--- config.mk ---
export PLATFORM = sky130hd
export DESIGN_NAME = signed_date_difference_days_core
export DESIGN_NICKNAME = d
export VERILOG_FILES = /design/src/design/sddd_pkg.sv /design/src/design/signed_date_difference_days_core.sv
export SDC_FILE = /design/constraint.sdc
export NUM_CORES = 2
export LEC_CHECK = 0
export BUFFER_PORTS_ARGS = -buffer_cell sky130_fd_sc_hd__buf_4
export CAP_MARGIN = 10
export CORE_MARGIN = 4
export CORE_UTILIZATION = 37
export CTS_CLUSTER_DIAMETER = 40
export DETAILED_ROUTE_END_ITERATION = 10
export GPL_TIMING_DRIVEN = 1
export PLACE_DENSITY = 0.64
export SYNTH_ARGS = -nofsm -noshare
export SYNTH_HDL_FRONTEND = slang
export SYNTH_SLANG_ARGS = --single-unit
--- constraint.sdc ---
create_clock -name clk_i -period 5.61 [get_ports clk_i]
set_clock_uncertainty 0.2 [all_clocks]
set_input_delay 0.2805 -clock clk_i [delete_from_list [all_inputs] [get_ports clk_i]]
set_output_delay 0.2805 -clock clk_i [all_outputs]
set_load 0.02 [all_outputs]
--- src/design/sddd_pkg.sv ---
// Package: types, constants and helper functions for the date difference core.
`timescale 1ns / 1ps

package sddd_pkg;

  localparam int unsigned DAY_W   = 5;
  localparam int unsigned MONTH_W = 4;
  localparam int unsigned YEAR_W  = 14;
  localparam int unsigned DIFF_W  = 23;
  localparam int unsigned NUM_W   = 23;
  localparam int unsigned Q100_W  = 8;
  localparam int unsigned OFF_W   = 9;
  localparam int unsigned PROD_W  = 27;

  localparam logic [YEAR_W-1:0]  YEAR_MIN    = 14'd1;
  localparam logic [YEAR_W-1:0]  YEAR_MAX    = 14'd9999;
  localparam logic [12:0]        RECIP_100   = 13'd5243;
  localparam int unsigned        RECIP_SHIFT = 19;
  localparam logic [MONTH_W-1:0] MONTH_JAN   = 4'd1;
  localparam logic [MONTH_W-1:0] MONTH_FEB   = 4'd2;
  localparam logic [MONTH_W-1:0] MONTH_DEC   = 4'd12;
  localparam logic [DAY_W-1:0]   FEB_LEAP    = 5'd29;

  typedef struct packed {
    logic               basic_ok;
    logic               is_feb;
    logic [DAY_W-1:0]   day;
    logic [DAY_W-1:0]   len_base;
    logic [YEAR_W-1:0]  year;
    logic [YEAR_W-1:0]  yy;
    logic [Q100_W-1:0]  q100_y;
    logic [Q100_W-1:0]  q100_yy;
    logic [NUM_W-1:0]   mul365;
    logic [OFF_W-1:0]   offset;
  } date_a_t;

  typedef struct packed {
    logic             ok;
    logic [NUM_W-1:0] num;
  } date_b_t;

  function automatic logic [DAY_W-1:0] month_len(input logic [MONTH_W-1:0] m);
    logic [DAY_W-1:0] len;
    case (m)
      4'd1:    len = 5'd31;
      4'd2:    len = 5'd28;
      4'd3:    len = 5'd31;
      4'd4:    len = 5'd30;
      4'd5:    len = 5'd31;
      4'd6:    len = 5'd30;
      4'd7:    len = 5'd31;
      4'd8:    len = 5'd31;
      4'd9:    len = 5'd30;
      4'd10:   len = 5'd31;
      4'd11:   len = 5'd30;
      4'd12:   len = 5'd31;
      default: len = 5'd0;
    endcase
    return len;
  endfunction

  // Days before the month in a year that starts in March.
  function automatic logic [OFF_W-1:0] month_offset(input logic [MONTH_W-1:0] m);
    logic [OFF_W-1:0] off;
    case (m)
      4'd3:    off = 9'd0;
      4'd4:    off = 9'd31;
      4'd5:    off = 9'd61;
      4'd6:    off = 9'd92;
      4'd7:    off = 9'd122;
      4'd8:    off = 9'd153;
      4'd9:    off = 9'd184;
      4'd10:   off = 9'd214;
      4'd11:   off = 9'd245;
      4'd12:   off = 9'd275;
      4'd1:    off = 9'd306;
      4'd2:    off = 9'd337;
      default: off = 9'd0;
    endcase
    return off;
  endfunction

  function automatic logic [Q100_W-1:0] div100(input logic [YEAR_W-1:0] v);
    logic [PROD_W-1:0] p;
    p = {13'b0, v} * {14'b0, RECIP_100};
    return p[PROD_W-1:RECIP_SHIFT];
  endfunction

  function automatic date_a_t date_a(input logic [DAY_W-1:0] d,
                                     input logic [MONTH_W-1:0] m,
                                     input logic [YEAR_W-1:0] y);
    date_a_t a;
    a.basic_ok = (m >= MONTH_JAN) && (m <= MONTH_DEC) && (y >= YEAR_MIN) &&
                 (y <= YEAR_MAX) && (d != '0);
    a.is_feb   = (m == MONTH_FEB);
    a.day      = d;
    a.len_base = month_len(m);
    a.year     = y;
    a.yy       = (m <= MONTH_FEB) ? y - YEAR_MIN : y;
    a.q100_y   = div100(y);
    a.q100_yy  = div100(a.yy);
    a.mul365   = {9'b0, a.yy} * 23'd365;
    a.offset   = month_offset(m);
    return a;
  endfunction

  function automatic date_b_t date_b(input date_a_t a);
    date_b_t          b;
    logic [YEAR_W-1:0] h;
    logic             rem0;
    logic             leap;
    logic [DAY_W-1:0] len;
    h    = {6'b0, a.q100_y} * 14'd100;
    rem0 = (h == a.year);
    leap = ((a.year[1:0] == 2'b00) && !rem0) || (rem0 && (a.q100_y[1:0] == 2'b00));
    len  = (a.is_feb && leap) ? FEB_LEAP : a.len_base;
    b.ok = a.basic_ok && (a.day <= len);
    b.num = a.mul365 + {11'b0, a.yy[YEAR_W-1:2]} - {15'b0, a.q100_yy}
          + {17'b0, a.q100_yy[Q100_W-1:2]} + {14'b0, a.offset} + {18'b0, a.day};
    return b;
  endfunction

endpackage

--- src/design/signed_date_difference_days_core.sv ---
// Top level: pipelined signed day count between two Gregorian dates.
//
//   channel  direction  handshake                 payload
//   in       request    in_valid_i / in_stall_o   first_*, second_*, include_end_i
//   out      result     out_valid_o / out_stall_i day_difference_o, invalid_date_o
//
// Four register stages: reciprocal divides and 365x multiply, day numbers
// and validity, difference, end-day adjust into the output register.
// One request per cycle while out_stall_i is low; a result moves through the a, b and c stages to the output.
// Reset clears the valid bits of all stages; payload registers are not reset.
// Each stage advances when it is empty or the stage after it advances.
`timescale 1ns / 1ps

module signed_date_difference_days_core (
  input  logic                          clk_i,
  input  logic                          rst_ni,
  input  logic                          in_valid_i,
  output logic                          in_stall_o,
  input  logic [sddd_pkg::DAY_W-1:0]    first_day_i,
  input  logic [sddd_pkg::MONTH_W-1:0]  first_month_i,
  input  logic [sddd_pkg::YEAR_W-1:0]   first_year_i,
  input  logic [sddd_pkg::DAY_W-1:0]    second_day_i,
  input  logic [sddd_pkg::MONTH_W-1:0]  second_month_i,
  input  logic [sddd_pkg::YEAR_W-1:0]   second_year_i,
  input  logic                          include_end_i,
  output logic                          out_valid_o,
  input  logic                          out_stall_i,
  output logic [sddd_pkg::DIFF_W-1:0]   day_difference_o,
  output logic                          invalid_date_o
);

  logic a_valid_q, b_valid_q, c_valid_q, out_valid_q;
  logic en_a, en_b, en_c, en_d;

  sddd_pkg::date_a_t a1_d, a2_d, a1_q, a2_q;
  logic              a_incl_q;
  sddd_pkg::date_b_t b1_d, b2_d, b1_q, b2_q;
  logic              b_incl_q;

  logic signed [sddd_pkg::DIFF_W:0] diff_d, diff_q;
  logic                             c_invalid_d, c_invalid_q, c_incl_q;

  logic signed [sddd_pkg::DIFF_W:0] adj_d;
  logic [sddd_pkg::DIFF_W-1:0]      day_difference_d, day_difference_q;
  logic                             invalid_date_q;

  assign en_d = !out_valid_q || !out_stall_i;
  assign en_c = !c_valid_q || en_d;
  assign en_b = !b_valid_q || en_c;
  assign en_a = !a_valid_q || en_b;
  assign in_stall_o = !en_a;

  always_comb begin
    a1_d = sddd_pkg::date_a(first_day_i, first_month_i, first_year_i);
    a2_d = sddd_pkg::date_a(second_day_i, second_month_i, second_year_i);
    b1_d = sddd_pkg::date_b(a1_q);
    b2_d = sddd_pkg::date_b(a2_q);
    diff_d = $signed({1'b0, b2_q.num}) - $signed({1'b0, b1_q.num});
    c_invalid_d = !(b1_q.ok && b2_q.ok);
  end

  always_comb begin
    if (!c_incl_q) begin
      adj_d = diff_q;
    end else if (diff_q > 0) begin
      adj_d = diff_q + 24'sd1;
    end else begin
      adj_d = diff_q - 24'sd1;
    end
    day_difference_d = c_invalid_q ? '0 : adj_d[sddd_pkg::DIFF_W-1:0];
  end

  always_ff @(posedge clk_i or negedge rst_ni) begin
    if (!rst_ni) begin
      a_valid_q   <= 1'b0;
      b_valid_q   <= 1'b0;
      c_valid_q   <= 1'b0;
      out_valid_q <= 1'b0;
    end else begin
      if (en_a) a_valid_q <= in_valid_i;
      if (en_b) b_valid_q <= a_valid_q;
      if (en_c) c_valid_q <= b_valid_q;
      if (en_d) out_valid_q <= c_valid_q;
    end
  end

  always_ff @(posedge clk_i) begin
    if (en_a && in_valid_i) begin
      a1_q     <= a1_d;
      a2_q     <= a2_d;
      a_incl_q <= include_end_i;
    end
    if (en_b && a_valid_q) begin
      b1_q     <= b1_d;
      b2_q     <= b2_d;
      b_incl_q <= a_incl_q;
    end
    if (en_c && b_valid_q) begin
      diff_q      <= diff_d;
      c_invalid_q <= c_invalid_d;
      c_incl_q    <= b_incl_q;
    end
    if (en_d && c_valid_q) begin
      day_difference_q <= day_difference_d;
      invalid_date_q   <= c_invalid_q;
    end
  end

  assign out_valid_o      = out_valid_q;
  assign day_difference_o = day_difference_q;
  assign invalid_date_o   = invalid_date_q;

`ifndef SYNTHESIS
  a_invalid_zero: assert property (@(posedge clk_i) disable iff (!rst_ni)
    out_valid_o && invalid_date_o |-> day_difference_o == '0)
    else $error("invalid result with nonzero difference");

  a_accept_fills: assert property (@(posedge clk_i) disable iff (!rst_ni)
    in_valid_i && !in_stall_o |=> a_valid_q)
    else $error("accepted request lost at first stage");

  a_incl_nonzero: assert property (@(posedge clk_i) disable iff (!rst_ni)
    c_valid_q && en_d && c_incl_q && !c_invalid_q |=> day_difference_o != '0)
    else $error("end-day count gave zero difference");
`endif

endmodule
# After elaboration in Yosys (flattened, before gate mapping)
# Memory sizes are Yosys's and may differ from the RTL's. A register that Yosys moved wholly into a read port is not among the register bits.
# Index checks and enable logic that the tools add are counted.
word_totals:
  output_inout_bits: 26
  memories: 4
  register_bits: 252
  input_bits: 51
  romBits: 448
  word_cells: 123
mem_list:
  columns: ["name", "words", "word_bits", "rd", "rd_ports_with_merged_regs", "wr", "line_no", "source"]
  rows:
  - ["(name not given)", 16, 9, 1, 1, 0, "sddd_pkg.sv:65", "case (m)"]
  - ["(name not given)", 16, 9, 1, 1, 0, "sddd_pkg.sv:65", null]
  - ["(name not given)", 16, 5, 1, 1, 0, "sddd_pkg.sv:44", "case (m)"]
  - ["(name not given)", 16, 5, 1, 1, 0, "sddd_pkg.sv:44", null]
classes:
  muxes: 6
  multipliers: 8
  add_sub_neg: 15
  order_cmp: 13
  eq_ne: 4
  n_reduce_logical: 42
ops:
  columns: ["cell", "count"]
  rows:
  - ["14-bit by 13-bit multiplier with 27-bit output, second input constant", 4]
  - ["23-bit by 12-bit adder with 23-bit output", 2]
  - ["23-bit by 5-bit adder with 23-bit output", 2]
  - ["23-bit by 6-bit adder with 23-bit output", 2]
  - ["23-bit by 9-bit adder with 23-bit output", 2]
  - ["14-bit by 9-bit multiplier with 23-bit output, second input constant", 2]
  - ["23-bit two-way mux", 2]
  - ["23-bit by 8-bit subtractor with 23-bit output", 2]
  - ["14-bit equality test", 2]
  - ["14-bit by 1-bit greater-or-equal comparator with 1-bit output, second input constant", 2]
  - ["14-bit <= comparator, second input constant", 2]
  - ["14-bit two-way mux", 2]
  - ["14-bit by 1-bit subtractor with 14-bit output, second input constant", 2]
  - ["24-bit by 1-bit greater-than comparator with 1-bit output, second input constant", 1]
  - ["8-bit by 5-bit multiplier with 12-bit output, second input constant", 2]
  - ["23-bit by 23-bit subtractor with 24-bit output", 1]
  - ["23-bit by 2-bit adder with 23-bit output, second input constant", 1]
  - ["23-bit by 2-bit subtractor with 23-bit output, second input constant", 1]
  - ["1-bit logical AND", 21]
  - ["5-bit <= comparator", 2]
  - ["5-bit two-way mux", 2]
  - ["5-bit nonzero test", 2]
  - ["1-bit logical NOT", 9]
  - ["4-bit by 2-bit equality test with 1-bit output, second input constant", 2]
  - ["other kinds (5)", 16]

# Logic depth before layout (Yosys ltp)
depth:
  ltp_word: 9
  depth_mapped: 29
  mapped_depth_nobuf: 29

# Worst setup path after synthesis
# No wires, ideal clock.
synth_path:
  path_kind: "input port to flip-flop"
  from: "in first_year_i[2] (netlist name)"
  to: "reg a1_q[39] (netlist name) (data pin)"
  arrival_time_ps: 6273
  cell_stages: 27
  n_path_buf: 0
  required_time_ps: 5150
  slack_ps: -1122
  setup_ps: 260
  path_cell_list: "inv_1 > ha_1 > a21boi_0 > nand2b_1 > a21bo_2 > nand2_1 > a21oi_1 > xnor2_1 > inv_1 > ha_1 > inv_1 > fa_1 > inv_1 > fa_1 > fa_1 > inv_1 > fa_1 > inv_1 > ha_1 > a21o_1 > a221oi_1 > o21ai_0 > a22o_1 > a221o_2 > a221oi_2 > o21ba_1 > xnor2_1"
synth_lines:
  columns: ["element", "line_no", "source"]
  rows:
  - ["start: declaration", "signed_date_difference_days_core.sv:21", "input logic [sddd_pkg::YEAR_W-1:0] first_year_i,"]
  - ["end signal: assignment", "signed_date_difference_days_core.sv:89", "a1_q <= a1_d;"]
  - ["end: declaration", "signed_date_difference_days_core.sv:35", "sddd_pkg::date_a_t a1_d, a2_d, a1_q, a2_q;"]

==> impl_metrics.xml <==
<?xml version="1.0" encoding="UTF-8"?>
<metrics>
  <group name="synth">
    <metric name="synthesis.area" unit="mm2">0.0361</metric>
    <metric name="synth_compound_area_frac" unit="">0.0901</metric>
    <metric name="seq_area_frac_synth" unit="">0.226</metric>
    <metric name="ys_ff_latch" unit="">272</metric>
    <metric name="syn_avg_cell_area" unit="um2">10.4</metric>
    <metric name="post_synth_main_area_contributors" unit="">ha_1, edfxtp_1, fa_1, inv_1, xnor2_1</metric>
    <metric name="synth-simple-area-share" unit="">0.0624</metric>
    <metric name="ys.warnings.count" unit="">0</metric>
    <metric name="synthCells" unit="">3457</metric>
    <metric name="yosysUniqueCellTypes" unit="">82</metric>
    <metric name="most_numerous_cell_types_in_the_synthesized_netlist" unit="">inv_1, ha_1, fa_1</metric>
    <metric name="postSynthNetCount" unit="">4628</metric>
    <metric name="edff_count_synth" unit="">268</metric>
    <metric name="share_of_flip_flops_with_an_asynchronous_set_or_reset_after_synthesis" unit="">0.0147</metric>
    <metric name="yosys.area_share.adder" unit="">0.471</metric>
    <metric name="synth_largest_type_area_fraction" unit="">0.252</metric>
    <metric name="synthDominantAreaCellType" unit="">ha_1</metric>
    <metric name="synthXorXnorAreaFrac" unit="">0.0505</metric>
    <metric name="synth_mux_area_frac" unit="">0.00458</metric>
    <metric name="combinational_family_with_the_most_area_after_synthesis" unit="">adder cells</metric>
    <metric name="yosys.cell_count.top_type" unit="">inv_1</metric>
    <metric name="synth_flop_cell" unit="">edfxtp_1</metric>
  </group>
  <group name="detailed_routing">
    <metric name="drcViolationCount" unit="">0</metric>
    <metric name="drt_iter0_markers" unit="">1187</metric>
    <metric name="drt_pre_antenna_iters" unit="">5</metric>
    <metric name="detail_route.wirelength" unit="mm">81.4</metric>
    <metric name="routedWlPerCell" unit="um">15.3</metric>
    <metric name="ant_nets" unit="">0</metric>
    <metric name="detailroute.via_count" unit="">25009</metric>
    <metric name="post_drt_via_cell_ratio" unit="">4.71</metric>
  </group>
  <group name="finish">
    <metric name="share_of_final_layout_standard_cells_stronger_than_drive_strength_1" unit="">0.174</metric>
    <metric name="footprint_of_the_flip_flops_and_latches" unit="mm2">0.00815</metric>
    <metric name="multi_input_comb_area" unit="mm2">0.0254</metric>
    <metric name="final_net_count" unit="">5168</metric>
    <metric name="flow.area_growth_from_synthesis" unit="%">22.4</metric>
    <metric name="layoutNonFillerInstCount" unit="">5309</metric>
    <metric name="antenna_cells_inserted" unit="">0</metric>
    <metric name="filler_cell_count" unit="">9034</metric>
  </group>
  <group name="setup_path">
    <metric name="timing.critical_path.arrival" unit="ns">5.98</metric>
    <metric name="critPathCaptureType" unit="">register</metric>
    <metric name="critPathSlowestCell" unit="">fa_1</metric>
    <metric name="critical-path-max-stage-delay" unit="ns">0.50</metric>
    <metric name="critical_path_class" unit="">in2reg</metric>
    <metric name="timing.critical_path.required" unit="ns">5.70</metric>
    <metric name="cp_max_fo" unit="">4</metric>
    <metric name="cp-start-kind" unit="">input port</metric>
  </group>
  <group name="sta">
    <metric name="report.final.setup_viol" unit="">6</metric>
    <metric name="whs" unit="ns">0.0431</metric>
    <metric name="worst_slew_margin_rel" unit="">0.205</metric>
    <metric name="rsz0062_at_grt" unit="">true</metric>
    <metric name="final_critical_path_setup_slack" unit="ns">-0.277</metric>
    <metric name="min_period" unit="ns">5.89</metric>
    <metric name="timing.final.hold_violations" unit="">0</metric>
    <metric name="drv_slew" unit="">0</metric>
    <metric name="tns" unit="ns">-0.836</metric>
    <metric name="tightest_pin_transition" unit="ns">1.18</metric>
    <metric name="max_freq" unit="GHz">0.170</metric>
    <metric name="final.period_utilization" unit="">1.05</metric>
  </group>
  <group name="global_routing">
    <metric name="overflow" unit="">0</metric>
    <metric name="grt_max_degree" unit="">120</metric>
    <metric name="grt_use_total" unit="">0.161</metric>
    <metric name="grt_pass1_vias" unit="">26216</metric>
    <metric name="grt_first_pass_wirelength" unit="mm">134</metric>
    <metric name="grt_antenna_before_repair" unit="">6</metric>
  </group>
  <group name="run_status">
    <metric name="run_status" unit="">finished, violations left</metric>
    <metric name="failed_checks" unit="">setup timing</metric>
  </group>
  <group name="floorplanning">
    <metric name="die_height" unit="um">320</metric>
    <metric name="core-area" unit="mm2">0.0967</metric>
    <metric name="fp.dieW" unit="um">320</metric>
    <metric name="initial_utilization" unit="">0.373</metric>
    <metric name="num_io_pins" unit="">77</metric>
    <metric name="rows" unit="">114</metric>
    <metric name="floorplan.die_area" unit="mm2">0.103</metric>
  </group>
  <group name="cts">
    <metric name="numCtsBuffers" unit="">45</metric>
    <metric name="clock_sink_count" unit="">272</metric>
    <metric name="cts_tree" unit="">yes</metric>
    <metric name="worstSkewPairLatency" unit="ns">0.58</metric>
    <metric name="cts_h_tree_lvls" unit="">2</metric>
    <metric name="clk_root_buffer_cell" unit="">clkbuf_16</metric>
    <metric name="clk_path_buf_depth" unit="">3</metric>
    <metric name="clock_transition_at_the_register_clock_pins_on_the_worst_setup_and_hold_paths_after_cts" unit="ns">0.05</metric>
  </group>
  <group name="placed_design">
    <metric name="place.detailed.hpwl" unit="mm">69.4</metric>
    <metric name="port_buffers" unit="">76</metric>
    <metric name="globalplace.congestion" unit="">0.926</metric>
    <metric name="cell_total_after_placement" unit="">5162</metric>
  </group>
  <group name="worst_hold_path">
    <metric name="timing.hold.worst.class" unit="">in2reg</metric>
  </group>
  <group name="job">
    <metric name="cap_violations" unit="">0</metric>
  </group>
</metrics>
-- registers in the layout, summed over array words and instances (netlist names) --
signal and count:
b_incl_q 1, a_incl_q 1, invalid_date_o 1, a2_q 84, diff_q 24, b2_q 24, out_valid_o 1, a_valid_q 1
b1_q 24, day_difference_o 23, c_valid_q 1, a1_q 84, c_incl_q 1, c_invalid_q 1, b_valid_q 1
-- per-stage QoR --
| stage | util | setup slack, ns | area (um2) |
|---|---|---|---|
| 5_1_grt | 0.456 | -0.535 | 44100 |
| 3_5_place_dp | 0.430 | -1.00 | 41500 |
| 4_1_cts | 0.452 | -0.229 | 43700 |
| 2_1_floorplan | - | -0.740 | 36600 |
| 3_3_place_gp | 0.430 | -0.919 | 41500 |
| 6_report | 0.456 | -0.277 | 44100 |
-- placed cells by master (no fill, tap or decap), drive strengths merged, types with 16 or more instances in the layout --
cell type    count
nand2           97
dlygate4sd3     47
xnor2          170
clkinv          16
inv            905
a21oi          127
o21ai           92
nor3            31
ha             725
buf            460
and3            23
nor2           118
a31oi           17
a21o            62
fa             395
nand2b          34
nor2b           27
nand3           41
edfxtp         268
nand4           18
o21bai          18
xor2            38
o21a            24
clkbuf          49
-- worst max-delay path, delay by kind of cell --
| kind | cells | cell delay (ns) |
|---|---|---|
| fa+ha+maj | 7 | 2.62 |
| compound gates | 10 | 2.06 |
| buf+inv | 8 | 0.59 |
| xor+xnor | 2 | 0.22 |
| simple gates | 2 | 0.21 |
-- area by class of cell --
class	instances	area share
Multi-Input combinational cell	2270	0.575
Sequential cell	272	0.185
Timing Repair Buffer	507	0.0914
Inverter	901	0.0773
Tap cell	1276	0.0362
Clock buffer	49	0.0259
Clock inverter	34	0.00913
-- what timing repair did --
action / 4_1_cts / 5_1_grt
cloned: 0 / 0
pin swaps: 29 / 52
resized for setup: 25 / 61
hold endpoints to repair: 55 / 0
endpoints found under the setup margin: 12 / 28
hold buffers: 47 / 0
buffers inserted: 6 / 12
-- kinds of logic (layout without fill, tap and decap cells) --
group / after synthesis / in the layout
flops: 272 / 272
buf+inv: 915 / 1491
fa+ha+maj: 1121 / 1121
mux: 14 / 14
xor+xnor: 208 / 208
compound gates: 475 / 475
simple gates: 452 / 452
-- metal layers --
layer,up-vias,GRT usage,share of wire
met4,0,0.0306,0.019
met2,412,0.276,0.48
met3,99,0.0232,0.043
li1,12479,-,-
met5,-,0,0
met1,12019,0.219,0.46
-- path summary, 6_finish.rpt --
check / startpoint / endpoint / slack [ns] / cells past startpoint
setup / recovery: first_year_i[1] / a1_q[39] / -0.28 / 29
hold / removal: second_month_i[2] / a2_q[3] / 0.04 / 4
setup reg to reg: a1_q[41] / b1_q[23] / 0.48 / 19
hold reg to reg: b_incl_q / c_incl_q / 0.23 / 0
max in group asynchronous: rst_ni / b_valid_q / 4.63 / 3
min in group asynchronous: rst_ni / c_valid_q / 0.41 / 3
Power is left out: the tool's default activity adds up to more than one toggle a clock period on the data nets, which glitch-free logic cannot reach.
